File: src/bdr_pkg.sv
// Package for the bounded deque: opcodes, status codes, controller states and the
// command and status structs that join the controller to the datapath.
// Depends on nothing; bdr_if, bdr_ctrl, bdr_dpath and bounded_deque_ring use it.
package bdr_pkg;

	localparam int unsigned OP_W     = 3;
	localparam int unsigned WORD_W   = 32;
	localparam int unsigned STATUS_W = 2;

	typedef enum logic [OP_W-1:0] {
		OP_PUSH_BACK  = 3'd0,
		OP_PUSH_FRONT = 3'd1,
		OP_POP_FRONT  = 3'd2,
		OP_POP_BACK   = 3'd3,
		OP_LIST       = 3'd4
	} op_t;

	typedef enum logic [STATUS_W-1:0] {
		STAT_OK    = 2'd0,
		STAT_EMPTY = 2'd1,
		STAT_FULL  = 2'd2
	} status_t;

	typedef enum logic [1:0] {
		ST_IDLE,
		ST_EXEC,
		ST_DATA
	} state_t;

	typedef enum logic [2:0] {
		ACT_NONE,
		ACT_PUSH_BACK,
		ACT_PUSH_FRONT,
		ACT_POP_FRONT,
		ACT_POP_BACK,
		ACT_LIST_FIRST,
		ACT_LIST_NEXT
	} act_t;

	typedef enum logic [1:0] {
		OUT_NONE,
		OUT_CODE,
		OUT_DATA
	} outsel_t;

	typedef struct packed {
		logic    latch;
		act_t    act;
		outsel_t out_sel;
		status_t code;
	} cmd_t;

	typedef struct packed {
		op_t  op;
		logic empty;
		logic full;
		logic more;
	} sts_t;

endpackage

File: src/bdr_if.sv
// Valid/ready channel interfaces for the deque's request and response streams.
// Depends on bdr_pkg for the field widths.
interface bdr_req_if;
	logic                                valid;
	logic                                ready;
	logic [bdr_pkg::OP_W-1:0]            opcode;
	logic signed [bdr_pkg::WORD_W-1:0]   value;

	modport source (output valid, output opcode, output value, input ready);
	modport sink (input valid, input opcode, input value, output ready);
endinterface

interface bdr_rsp_if;
	logic                                valid;
	logic                                ready;
	logic signed [bdr_pkg::WORD_W-1:0]   word;
	logic [bdr_pkg::STATUS_W-1:0]        status;
	logic                                last;

	modport source (output valid, output word, output status, output last, input ready);
	modport sink (input valid, input word, input status, input last, output ready);
endinterface

File: src/bdr_ram.sv
// Generic single-write, single-read RAM with a registered read port.
// Depends on nothing.
module bdr_ram #(
	parameter int unsigned WIDTH = 32,
	parameter int unsigned DEPTH = 32
) (
	input  logic                     clk,
	input  logic                     wr_en,
	input  logic [$clog2(DEPTH)-1:0] wr_addr,
	input  logic [WIDTH-1:0]         wr_data,
	input  logic                     rd_en,
	input  logic [$clog2(DEPTH)-1:0] rd_addr,
	output logic [WIDTH-1:0]         rd_data
);

	logic [WIDTH-1:0] mem_q [DEPTH];
	logic [WIDTH-1:0] rd_data_q;

	always_ff @(posedge clk) begin
		if (wr_en) begin
			mem_q[wr_addr] <= wr_data;
		end
		if (rd_en) begin
			rd_data_q <= mem_q[rd_addr];
		end
	end

	assign rd_data = rd_data_q;

endmodule

File: src/bdr_ctrl.sv
// Controller state machine of the deque: handshakes, sequencing of operations and the
// valid flag of the result register. Depends on bdr_pkg.
module bdr_ctrl (
	input  logic          clk,
	input  logic          arst_n,
	input  logic          req_valid,
	output logic          req_ready,
	output logic          rsp_valid,
	input  logic          rsp_ready,
	input  bdr_pkg::sts_t sts,
	output bdr_pkg::cmd_t cmd
);

	bdr_pkg::state_t state_q;
	bdr_pkg::state_t state_d;
	logic            out_valid_q;
	logic            out_free;
	logic            load;

	assign out_free  = !out_valid_q || rsp_ready;
	assign load      = (cmd.out_sel != bdr_pkg::OUT_NONE);
	assign req_ready = (state_q == bdr_pkg::ST_IDLE);
	assign rsp_valid = out_valid_q;

	always_comb begin
		state_d = state_q;
		unique case (state_q)
			bdr_pkg::ST_IDLE: begin
				if (req_valid) begin
					state_d = bdr_pkg::ST_EXEC;
				end
			end
			bdr_pkg::ST_EXEC: begin
				if (out_free) begin
					unique case (sts.op)
						bdr_pkg::OP_POP_FRONT, bdr_pkg::OP_POP_BACK, bdr_pkg::OP_LIST: begin
							state_d = sts.empty ? bdr_pkg::ST_IDLE : bdr_pkg::ST_DATA;
						end
						default: begin
							state_d = bdr_pkg::ST_IDLE;
						end
					endcase
				end
			end
			bdr_pkg::ST_DATA: begin
				if (out_free && !sts.more) begin
					state_d = bdr_pkg::ST_IDLE;
				end
			end
			default: begin
				state_d = bdr_pkg::ST_IDLE;
			end
		endcase
	end

	always_comb begin
		cmd.latch   = 1'b0;
		cmd.act     = bdr_pkg::ACT_NONE;
		cmd.out_sel = bdr_pkg::OUT_NONE;
		cmd.code    = bdr_pkg::STAT_OK;
		unique case (state_q)
			bdr_pkg::ST_IDLE: begin
				cmd.latch = req_valid;
			end
			bdr_pkg::ST_EXEC: begin
				if (out_free) begin
					unique case (sts.op)
						bdr_pkg::OP_PUSH_BACK, bdr_pkg::OP_PUSH_FRONT: begin
							cmd.out_sel = bdr_pkg::OUT_CODE;
							if (sts.full) begin
								cmd.code = bdr_pkg::STAT_FULL;
							end else begin
								cmd.act = (sts.op == bdr_pkg::OP_PUSH_BACK) ?
									bdr_pkg::ACT_PUSH_BACK : bdr_pkg::ACT_PUSH_FRONT;
							end
						end
						bdr_pkg::OP_POP_FRONT, bdr_pkg::OP_POP_BACK, bdr_pkg::OP_LIST: begin
							if (sts.empty) begin
								cmd.out_sel = bdr_pkg::OUT_CODE;
								cmd.code    = bdr_pkg::STAT_EMPTY;
							end else if (sts.op == bdr_pkg::OP_POP_FRONT) begin
								cmd.act = bdr_pkg::ACT_POP_FRONT;
							end else if (sts.op == bdr_pkg::OP_POP_BACK) begin
								cmd.act = bdr_pkg::ACT_POP_BACK;
							end else begin
								cmd.act = bdr_pkg::ACT_LIST_FIRST;
							end
						end
						default: begin
							cmd.act = bdr_pkg::ACT_NONE;
						end
					endcase
				end
			end
			bdr_pkg::ST_DATA: begin
				if (out_free) begin
					cmd.out_sel = bdr_pkg::OUT_DATA;
					if (sts.more) begin
						cmd.act = bdr_pkg::ACT_LIST_NEXT;
					end
				end
			end
			default: begin
				cmd.latch = 1'b0;
			end
		endcase
	end

	always_ff @(posedge clk or negedge arst_n) begin
		if (!arst_n) begin
			state_q     <= bdr_pkg::ST_IDLE;
			out_valid_q <= 1'b0;
		end else begin
			state_q <= state_d;
			if (load) begin
				out_valid_q <= 1'b1;
			end else if (rsp_ready) begin
				out_valid_q <= 1'b0;
			end
		end
	end

	// A result is never written over one that has not yet been transferred.
	a_load_free: assert property (@(posedge clk) disable iff (!arst_n)
		load |-> out_free)
		else $error("result register loaded while occupied");

	// Store accesses are only commanded once a transfer has been accepted.
	a_act_after_idle: assert property (@(posedge clk) disable iff (!arst_n)
		(cmd.act != bdr_pkg::ACT_NONE) |-> (state_q != bdr_pkg::ST_IDLE))
		else $error("store access commanded while idle");

endmodule

File: src/bdr_dpath.sv
// Datapath of the deque: front index, entry count, list walker, ring store and the
// result register. Depends on bdr_pkg and bdr_ram.
module bdr_dpath #(
	parameter int unsigned CAPACITY = 32
) (
	input  logic                              clk,
	input  logic                              arst_n,
	input  bdr_pkg::cmd_t                     cmd,
	output bdr_pkg::sts_t                     sts,
	input  logic [bdr_pkg::OP_W-1:0]          req_opcode,
	input  logic signed [bdr_pkg::WORD_W-1:0] req_value,
	output logic signed [bdr_pkg::WORD_W-1:0] rsp_word,
	output logic [bdr_pkg::STATUS_W-1:0]      rsp_status,
	output logic                              rsp_last
);

	localparam int unsigned AW = $clog2(CAPACITY);
	localparam int unsigned CW = $clog2(CAPACITY + 1);
	localparam int unsigned SW = AW + 1;
	localparam logic [SW-1:0] CAP_S    = SW'(CAPACITY);
	localparam logic [CW-1:0] CAP_C    = CW'(CAPACITY);
	localparam logic [AW-1:0] LAST_IDX = AW'(CAPACITY - 1);

	logic [bdr_pkg::OP_W-1:0]          op_q;
	logic signed [bdr_pkg::WORD_W-1:0] value_q;
	logic [AW-1:0]                     front_q;
	logic [CW-1:0]                     count_q;
	logic [AW-1:0]                     ptr_q;
	logic [CW-1:0]                     idx_q;
	logic                              rd_last_q;
	logic signed [bdr_pkg::WORD_W-1:0] word_q;
	logic [bdr_pkg::STATUS_W-1:0]      status_q;
	logic                              last_q;

	logic                              wr_en;
	logic [AW-1:0]                     wr_addr;
	logic                              rd_en;
	logic [AW-1:0]                     rd_addr;
	logic [bdr_pkg::WORD_W-1:0]        rd_data;
	logic [SW-1:0]                     back_sum;
	logic [AW-1:0]                     back_slot;
	logic [AW-1:0]                     tail_slot;
	logic [AW-1:0]                     front_dec;
	logic [AW-1:0]                     front_inc;
	logic [AW-1:0]                     ptr_inc;

	function automatic logic [AW-1:0] wrap_idx(input logic [SW-1:0] x);
		wrap_idx = (x >= CAP_S) ? AW'(x - CAP_S) : AW'(x);
	endfunction

	function automatic logic [AW-1:0] inc_idx(input logic [AW-1:0] p);
		inc_idx = (p == LAST_IDX) ? '0 : p + 1'b1;
	endfunction

	function automatic logic [AW-1:0] dec_idx(input logic [AW-1:0] p);
		dec_idx = (p == '0) ? LAST_IDX : p - 1'b1;
	endfunction

	assign back_sum  = {1'b0, front_q} + SW'(count_q);
	assign back_slot = wrap_idx(back_sum);
	assign tail_slot = wrap_idx(back_sum - 1'b1);
	assign front_dec = dec_idx(front_q);
	assign front_inc = inc_idx(front_q);
	assign ptr_inc   = inc_idx(ptr_q);

	assign sts.op    = bdr_pkg::op_t'(op_q);
	assign sts.empty = (count_q == '0);
	assign sts.full  = (count_q == CAP_C);
	assign sts.more  = !rd_last_q;

	always_comb begin
		wr_en   = 1'b0;
		wr_addr = back_slot;
		rd_en   = 1'b0;
		rd_addr = front_q;
		unique case (cmd.act)
			bdr_pkg::ACT_PUSH_BACK: begin
				wr_en = 1'b1;
			end
			bdr_pkg::ACT_PUSH_FRONT: begin
				wr_en   = 1'b1;
				wr_addr = front_dec;
			end
			bdr_pkg::ACT_POP_FRONT, bdr_pkg::ACT_LIST_FIRST: begin
				rd_en = 1'b1;
			end
			bdr_pkg::ACT_POP_BACK: begin
				rd_en   = 1'b1;
				rd_addr = tail_slot;
			end
			bdr_pkg::ACT_LIST_NEXT: begin
				rd_en   = 1'b1;
				rd_addr = ptr_q;
			end
			default: begin
				wr_en = 1'b0;
			end
		endcase
	end

	bdr_ram #(
		.WIDTH (bdr_pkg::WORD_W),
		.DEPTH (CAPACITY)
	) u_store (
		.clk     (clk),
		.wr_en   (wr_en),
		.wr_addr (wr_addr),
		.wr_data (value_q),
		.rd_en   (rd_en),
		.rd_addr (rd_addr),
		.rd_data (rd_data)
	);

	always_ff @(posedge clk or negedge arst_n) begin
		if (!arst_n) begin
			front_q   <= '0;
			count_q   <= '0;
			ptr_q     <= '0;
			idx_q     <= '0;
			rd_last_q <= 1'b1;
		end else begin
			unique case (cmd.act)
				bdr_pkg::ACT_PUSH_BACK: begin
					count_q <= count_q + 1'b1;
				end
				bdr_pkg::ACT_PUSH_FRONT: begin
					front_q <= front_dec;
					count_q <= count_q + 1'b1;
				end
				bdr_pkg::ACT_POP_FRONT: begin
					front_q   <= front_inc;
					count_q   <= count_q - 1'b1;
					rd_last_q <= 1'b1;
				end
				bdr_pkg::ACT_POP_BACK: begin
					count_q   <= count_q - 1'b1;
					rd_last_q <= 1'b1;
				end
				bdr_pkg::ACT_LIST_FIRST: begin
					ptr_q     <= front_inc;
					idx_q     <= CW'(1);
					rd_last_q <= (count_q == CW'(1));
				end
				bdr_pkg::ACT_LIST_NEXT: begin
					ptr_q     <= ptr_inc;
					idx_q     <= idx_q + 1'b1;
					rd_last_q <= ((idx_q + 1'b1) == count_q);
				end
				default: begin
					rd_last_q <= rd_last_q;
				end
			endcase
		end
	end

	always_ff @(posedge clk) begin
		if (cmd.latch) begin
			op_q    <= req_opcode;
			value_q <= req_value;
		end
		unique case (cmd.out_sel)
			bdr_pkg::OUT_CODE: begin
				word_q   <= '0;
				status_q <= cmd.code;
				last_q   <= 1'b1;
			end
			bdr_pkg::OUT_DATA: begin
				word_q   <= rd_data;
				status_q <= bdr_pkg::STAT_OK;
				last_q   <= rd_last_q;
			end
			default: begin
				word_q <= word_q;
			end
		endcase
	end

	assign rsp_word   = word_q;
	assign rsp_status = status_q;
	assign rsp_last   = last_q;

	a_count_bound: assert property (@(posedge clk) disable iff (!arst_n)
		count_q <= CAP_C)
		else $error("entry count exceeds capacity");

	a_front_bound: assert property (@(posedge clk) disable iff (!arst_n)
		{1'b0, front_q} < CAP_S)
		else $error("front index out of range");

	// A push is never carried out on a full queue, nor a removal on an empty one.
	a_push_room: assert property (@(posedge clk) disable iff (!arst_n)
		(cmd.act == bdr_pkg::ACT_PUSH_BACK || cmd.act == bdr_pkg::ACT_PUSH_FRONT)
		|-> (count_q < CAP_C))
		else $error("push executed on a full queue");

	a_pop_data: assert property (@(posedge clk) disable iff (!arst_n)
		(cmd.act == bdr_pkg::ACT_POP_FRONT || cmd.act == bdr_pkg::ACT_POP_BACK)
		|=> (count_q == $past(count_q) - 1'b1))
		else $error("pop did not remove exactly one entry");

endmodule

File: src/bounded_deque_ring.sv
// Bounded double-ended queue of signed 32-bit words held in a ring store of CAPACITY
// entries. Each request transfer carries an opcode (push back, push front, pop front,
// pop back or list) and one request is worked on at a time. A push, or a pop or list
// that finds the queue empty, gives a single status result; a pop gives its word, which
// comes through the store's registered read port; a list of N words gives one word per
// cycle while the response side is ready, the last one marked. Opcodes 5 to 7 are
// dropped with no result. A result that has not yet been transferred holds the
// controller. The next request is taken in the cycle after the final result of the
// previous one is loaded. The store needs no clearing after reset.
// Depends on bdr_pkg, bdr_if, bdr_ram, bdr_ctrl and bdr_dpath.
module bounded_deque_ring #(
	parameter int unsigned CAPACITY = 32
) (
	input logic       clk,
	input logic       arst_n,
	bdr_req_if.sink   req,
	bdr_rsp_if.source rsp
);

	bdr_pkg::cmd_t cmd;
	bdr_pkg::sts_t sts;

	bdr_ctrl u_ctrl (
		.clk       (clk),
		.arst_n    (arst_n),
		.req_valid (req.valid),
		.req_ready (req.ready),
		.rsp_valid (rsp.valid),
		.rsp_ready (rsp.ready),
		.sts       (sts),
		.cmd       (cmd)
	);

	bdr_dpath #(
		.CAPACITY (CAPACITY)
	) u_dpath (
		.clk        (clk),
		.arst_n     (arst_n),
		.cmd        (cmd),
		.sts        (sts),
		.req_opcode (req.opcode),
		.req_value  (req.value),
		.rsp_word   (rsp.word),
		.rsp_status (rsp.status),
		.rsp_last   (rsp.last)
	);

endmodule
File: src/flat_wrapper.sv
// flat-port wrapper written by rule: the top's interface ports become plain ports
module bounded_deque_ring_flat 
#(
	parameter int unsigned CAPACITY = 32
)
  (clk, arst_n, req_valid, req_opcode, req_value, req_ready, rsp_valid, rsp_word, rsp_status, rsp_last, rsp_ready);
  bdr_req_if req_i ();
  bdr_rsp_if rsp_i ();
  input logic clk;
  input logic arst_n;
  input wire logic [$bits(req_i.valid)-1:0] req_valid;
  input wire logic [$bits(req_i.opcode)-1:0] req_opcode;
  input wire logic [$bits(req_i.value)-1:0] req_value;
  output wire logic [$bits(req_i.ready)-1:0] req_ready;
  output wire logic [$bits(rsp_i.valid)-1:0] rsp_valid;
  output wire logic [$bits(rsp_i.word)-1:0] rsp_word;
  output wire logic [$bits(rsp_i.status)-1:0] rsp_status;
  output wire logic [$bits(rsp_i.last)-1:0] rsp_last;
  input wire logic [$bits(rsp_i.ready)-1:0] rsp_ready;
  assign req_i.valid = req_valid;
  assign req_i.opcode = req_opcode;
  assign req_i.value = req_value;
  assign req_ready = req_i.ready;
  assign rsp_valid = rsp_i.valid;
  assign rsp_word = rsp_i.word;
  assign rsp_status = rsp_i.status;
  assign rsp_last = rsp_i.last;
  assign rsp_i.ready = rsp_ready;
  bounded_deque_ring #(.CAPACITY(CAPACITY)) u_core (.clk(clk), .arst_n(arst_n), .req(req_i), .rsp(rsp_i));
endmodule
File: config.mk
export PLATFORM = sky130hd
export DESIGN_NAME = bounded_deque_ring_flat
export DESIGN_NICKNAME = d
export VERILOG_FILES = /design/src/bdr_pkg.sv /design/src/bdr_if.sv /design/src/bdr_ram.sv /design/src/bdr_ctrl.sv /design/src/bdr_dpath.sv /design/src/bounded_deque_ring.sv /design/src/flat_wrapper.sv
export SDC_FILE = /design/constraint.sdc
export NUM_CORES = 2
export LEC_CHECK = 0
export BUFFER_PORTS_ARGS = -buffer_cell sky130_fd_sc_hd__buf_2
export CORE_MARGIN = 5
export CORE_UTILIZATION = 56
export CTS_CLUSTER_DIAMETER = 80
export DETAILED_ROUTE_END_ITERATION = 10
export PLACE_DENSITY = 0.72
export SETUP_SLACK_MARGIN = 0.05
export SKIP_CTS_REPAIR_TIMING = 1
export SLEW_MARGIN = 20
export SYNTH_ARGS = -nofsm -noshare
export SYNTH_HDL_FRONTEND = slang
export SYNTH_HIERARCHICAL = 1
export SYNTH_SLANG_ARGS = --single-unit
File: constraint.sdc
create_clock -name clk -period 6.5 [get_ports clk]
set_input_delay 1.95 -clock clk [delete_from_list [all_inputs] [get_ports clk]]
set_output_delay 1.95 -clock clk [all_outputs]
set_load 0.1 [all_outputs]
==> impl_results.md <==
- All-Layer GR Usage: ~24%
- Post-layout min period: ~5 ns
- Reg2reg path depth: 16
- Setup TNS: 0 ns
- Worst R2R Start: u_core/u_dpath/count_q[1]
- Standard-cell row count: roughly 100
- Worst Tran Pin Value: between 1 and 1.5 ns
- Clock Path Buffers: 3
- TritonCTS clock tree: yes
- Final period util: 77.77%
- Max IR drop VDD: 462.1 uV
- Most frequent cells in the layout: edfxtp_1, mux2i_1, nand2_1
- Cell repeated most along the worst path: nand2b_1
- Delay of the slowest critical-path stage: ~0.76 ns
- Ys async rst share: ~2.3%
- Fin. Hold Viols: 0
- Leading area contributor after synthesis: edfxtp_1
- GRT overflow: 0
- #FFs+latches synth: ~1200
- Count of cell instances traversed by the critical path: 11
- Reg-to-reg endpoint: u_core/u_dpath/u_store/rd_data[12]
- Syn nets: 2730
- Area contributors post-synth: edfxtp_1, mux2i_1, a22oi_1
- Die Y: roughly 300 um
- Top cell type's share of synthesized area: 74.11%
- Post-route antenna net violation count: 0
- Delay-heaviest family, CP: simple AND/OR/NAND/NOR gates
- Core area: 80680 sq um
- Cell Chain, Critical Path: buf_2, nand2b_1, nand2_1, o31ai_1, and2_1, nand2b_1, nor2_2, mux2i_1, or3b_2, nor2_4, buf_12
- Status: finished, final reports clean
- Max-slew violations: 0
- Pleak: ~18 nW
- Max transition margin: 23.11%
- Hold Crit Depth: 1
- Post-synthesis cell type count: roughly 70
- Cell count after synthesis: between 2000 and 3000
- Die X: 295.4 um
- Synthesized area: 45620 sq um
- Largest net degree at the start of global routing: 95
- CTS H-tree lvls: 3
- Worst-skew pair later-pin latency: 0.67 ns
- TritonCTS buffer count: between 100 and 150
- Critical Path AT: ~5.4 ns
- Vias per cell: roughly 6
- Via count: roughly 25000
- Hold path endpoint: u_core/u_dpath/idx_q[5]
- Die area: 87280 sq um
- Initial antenna violation count: 5
- DRT iter0 DRCs: ~2600
- Fill cell count: ~5500
- Worst setup SP type: input pin
- Number of synthesized flops with an enable pin: around 1100
- Yosys warns: 6
- Synth Flop Type: edfxtp_1
- Hold Crit Start: u_core/u_dpath/idx_q[5]
- Clock root cell: clkbuf_16
- RD Place Congestion: about 0.86
- HPWL Detailed: about 67000 um
- Ports: 76
- Residual DRC: 0
- Clk sinks: about 1200
- Reg2reg setup slack: between 1.5 and 2 ns
- P&R area growth vs syn: 13.94%
- Reg clk slew, reported paths: 0.06 ns
- Drt first pass iters: 5
- Slowest stage cell, crit path: or3b_2
- Fin nets: a little under 3000
- Pwr dens: ~470 nW/um^2
- Crit-path max FO: 21
- Worst hold slack: roughly 0.52 ns
- Mean post-synth cell area: 17.08 sq um
- Layout cell share with drive strength beyond 1: ~15%
- Final setup fails: 0
- Fmax: approximately 200 MHz
- Unrepaired setup endpoints after global routing: false
- First-pass GRT wire length: 157700 um
- Util after Layout: between 60 and 70%
- MaxCap Viol Count: 0
- Type of the worst setup path: in2reg
- Skew final: roughly 0.027 ns
- Initial Util: 56.55%
- Commonest non-fill, non-tap cell in the layout: edfxtp_1
- Worst Path Required: 6.85 ns
- HP Class: reg2reg
- Worst setup EP type: flop
- Port bufs: 75
- Vias in the first global route: between 20000 and 25000
- Wire per inst: roughly 26 um
- Final WL: around 110000 um
- Post-synthesis sequential area ratio: between 70 and 80%
- Crit path buffers/inverters: 2
[layout make-up]
class,instances,area (sq um),share of cell area [%]
Tap cell,1060,1326,2.551
Antenna cell,3,7.507,0.01444
Sequential cell,1152,34460,66.30
Inverter,22,82.58,0.1589
Clock buffer,134,2864,5.509
Timing Repair Buffer,235,2107,4.053
Clock inverter,65,631.9,1.215
Multi-Input combinational cell,1352,10500,20.20
[cells in the mapped netlist, types with 3 or more instances]
cell type,number
xor2_1,10
buf_4,34
edfxtp_1,1126
a21o_1,3
or3b_2,3
and2_1,37
nand2b_1,6
nor3_1,40
inv_1,20
nor2_1,56
ha_1,19
clkbuf_1,52
buf_6,19
mux2i_1,516
a21oi_1,115
o21ai_1,16
nor2b_1,4
nand3b_1,6
o21ai_0,12
nand2_1,128
o31ai_1,5
a31oi_1,35
buf_2,33
buf_1,5
and3_1,5
a22o_1,65
dfrtp_1,25
xnor2_1,17
nand3_1,111
a22oi_1,100
[power breakdown]
part / total [mW] / switching (mW) / internal [mW] / leakage, nW
sequential: 9.53 / 0.359 / 9.17 / 10.5
combinational: 8.94 / 5.79 / 3.15 / 6.05
clock: 6.20 / 2.60 / 3.59 / 1.72
[per-layer routing]
| layer | wire (um) | up-vias | share of wire, % | track usage, % |
|---|---|---|---|---|
| met5 | 0 | - | 0 | 0 |
| met3 | 7745 | 173 | 7.3 | 3.771 |
| met4 | 4091 | 0 | 3.8 | 9.069 |
| met2 | 51900 | 1012 | 49 | 40.17 |
| met1 | 42790 | 12536 | 40 | 33.19 |
| li1 | - | 10906 | - | - |
[worst max path at each step]
stage | slack (ns) | end | start
5_1_grt | 1.12 | u_core/u_dpath/u_store/mem_q[12][28] | rsp_ready
3_3_place_gp | 0.81 | u_core/u_dpath/u_store/mem_q[12][23] | rsp_ready
3_5_place_dp | 0.84 | u_core/u_dpath/u_store/mem_q[12][24] | rsp_ready
6_report | 1.45 | u_core/u_dpath/u_store/mem_q[12][28] | rsp_ready
4_1_cts | 1.51 | u_core/u_dpath/u_store/mem_q[12][25] | rsp_ready
2_1_floorplan | 0.62 | u_core/u_dpath/u_store/mem_q[19][0] | rsp_ready
[state kept, by name, summed over array words and instances (netlist names), 5 cells and up]
name and flops:
u_core/u_dpath/front_q 5, u_core/u_dpath/ptr_q 5, u_core/u_dpath/u_store/mem_q 1024, u_core/u_dpath/value_q 32
u_core/u_dpath/rsp_word 32, u_core/u_dpath/idx_q 6, u_core/u_dpath/u_store/rd_data 32, u_core/u_dpath/count_q 6
[kinds of logic (layout without fill, tap and decap cells)]
kind of cell,count (synthesis),count (layout),synth area share [%]
buffers and inverters,167,456,2.073
DFF,1152,1152,75.54
and+or+nand+nor,418,418,4.470
other,0,3,0
xor gates and xnor gates,28,28,0.5540
adders and majority gates,20,20,0.5649
muxes,517,517,11.35
AOI/OAI and AO/OA,369,369,5.452
[per-stage QoR]
stage | std cells | cell area [sq um] | worst slack [ns] | total power, mW
after global routing | 4020 | 51980 | 1.122 | 25.66
final | 4023 | 51980 | 1.445 | 24.67
after global placement | 3806 | 48250 | 0.8068 | 18.32
after detailed placement | 3808 | 48280 | 0.8384 | 18.51
after CTS | 4007 | 51780 | 1.506 | 24.71
after floorplan | 2671 | 45620 | 0.6205 | 15.60
[worst reg2reg max path, stage by stage (launching register included)]
cell and delay, ns:
dfrtp_1 0.48, inv_1 0.21, ha_1 0.20, nand2_1 0.07
nor2_1 0.27, inv_1 0.15, a22oi_1 0.23, nor3_2 0.05
buf_4 0.20, nand2b_2 0.33, o21ai_1 0.48, nor2b_4 0.31
buf_12 0.35, a22o_1 0.32, nor3_1 0.07, a31oi_1 0.49
nand3_1 0.15
No activity file was read; power rests on OpenSTA's default activity.
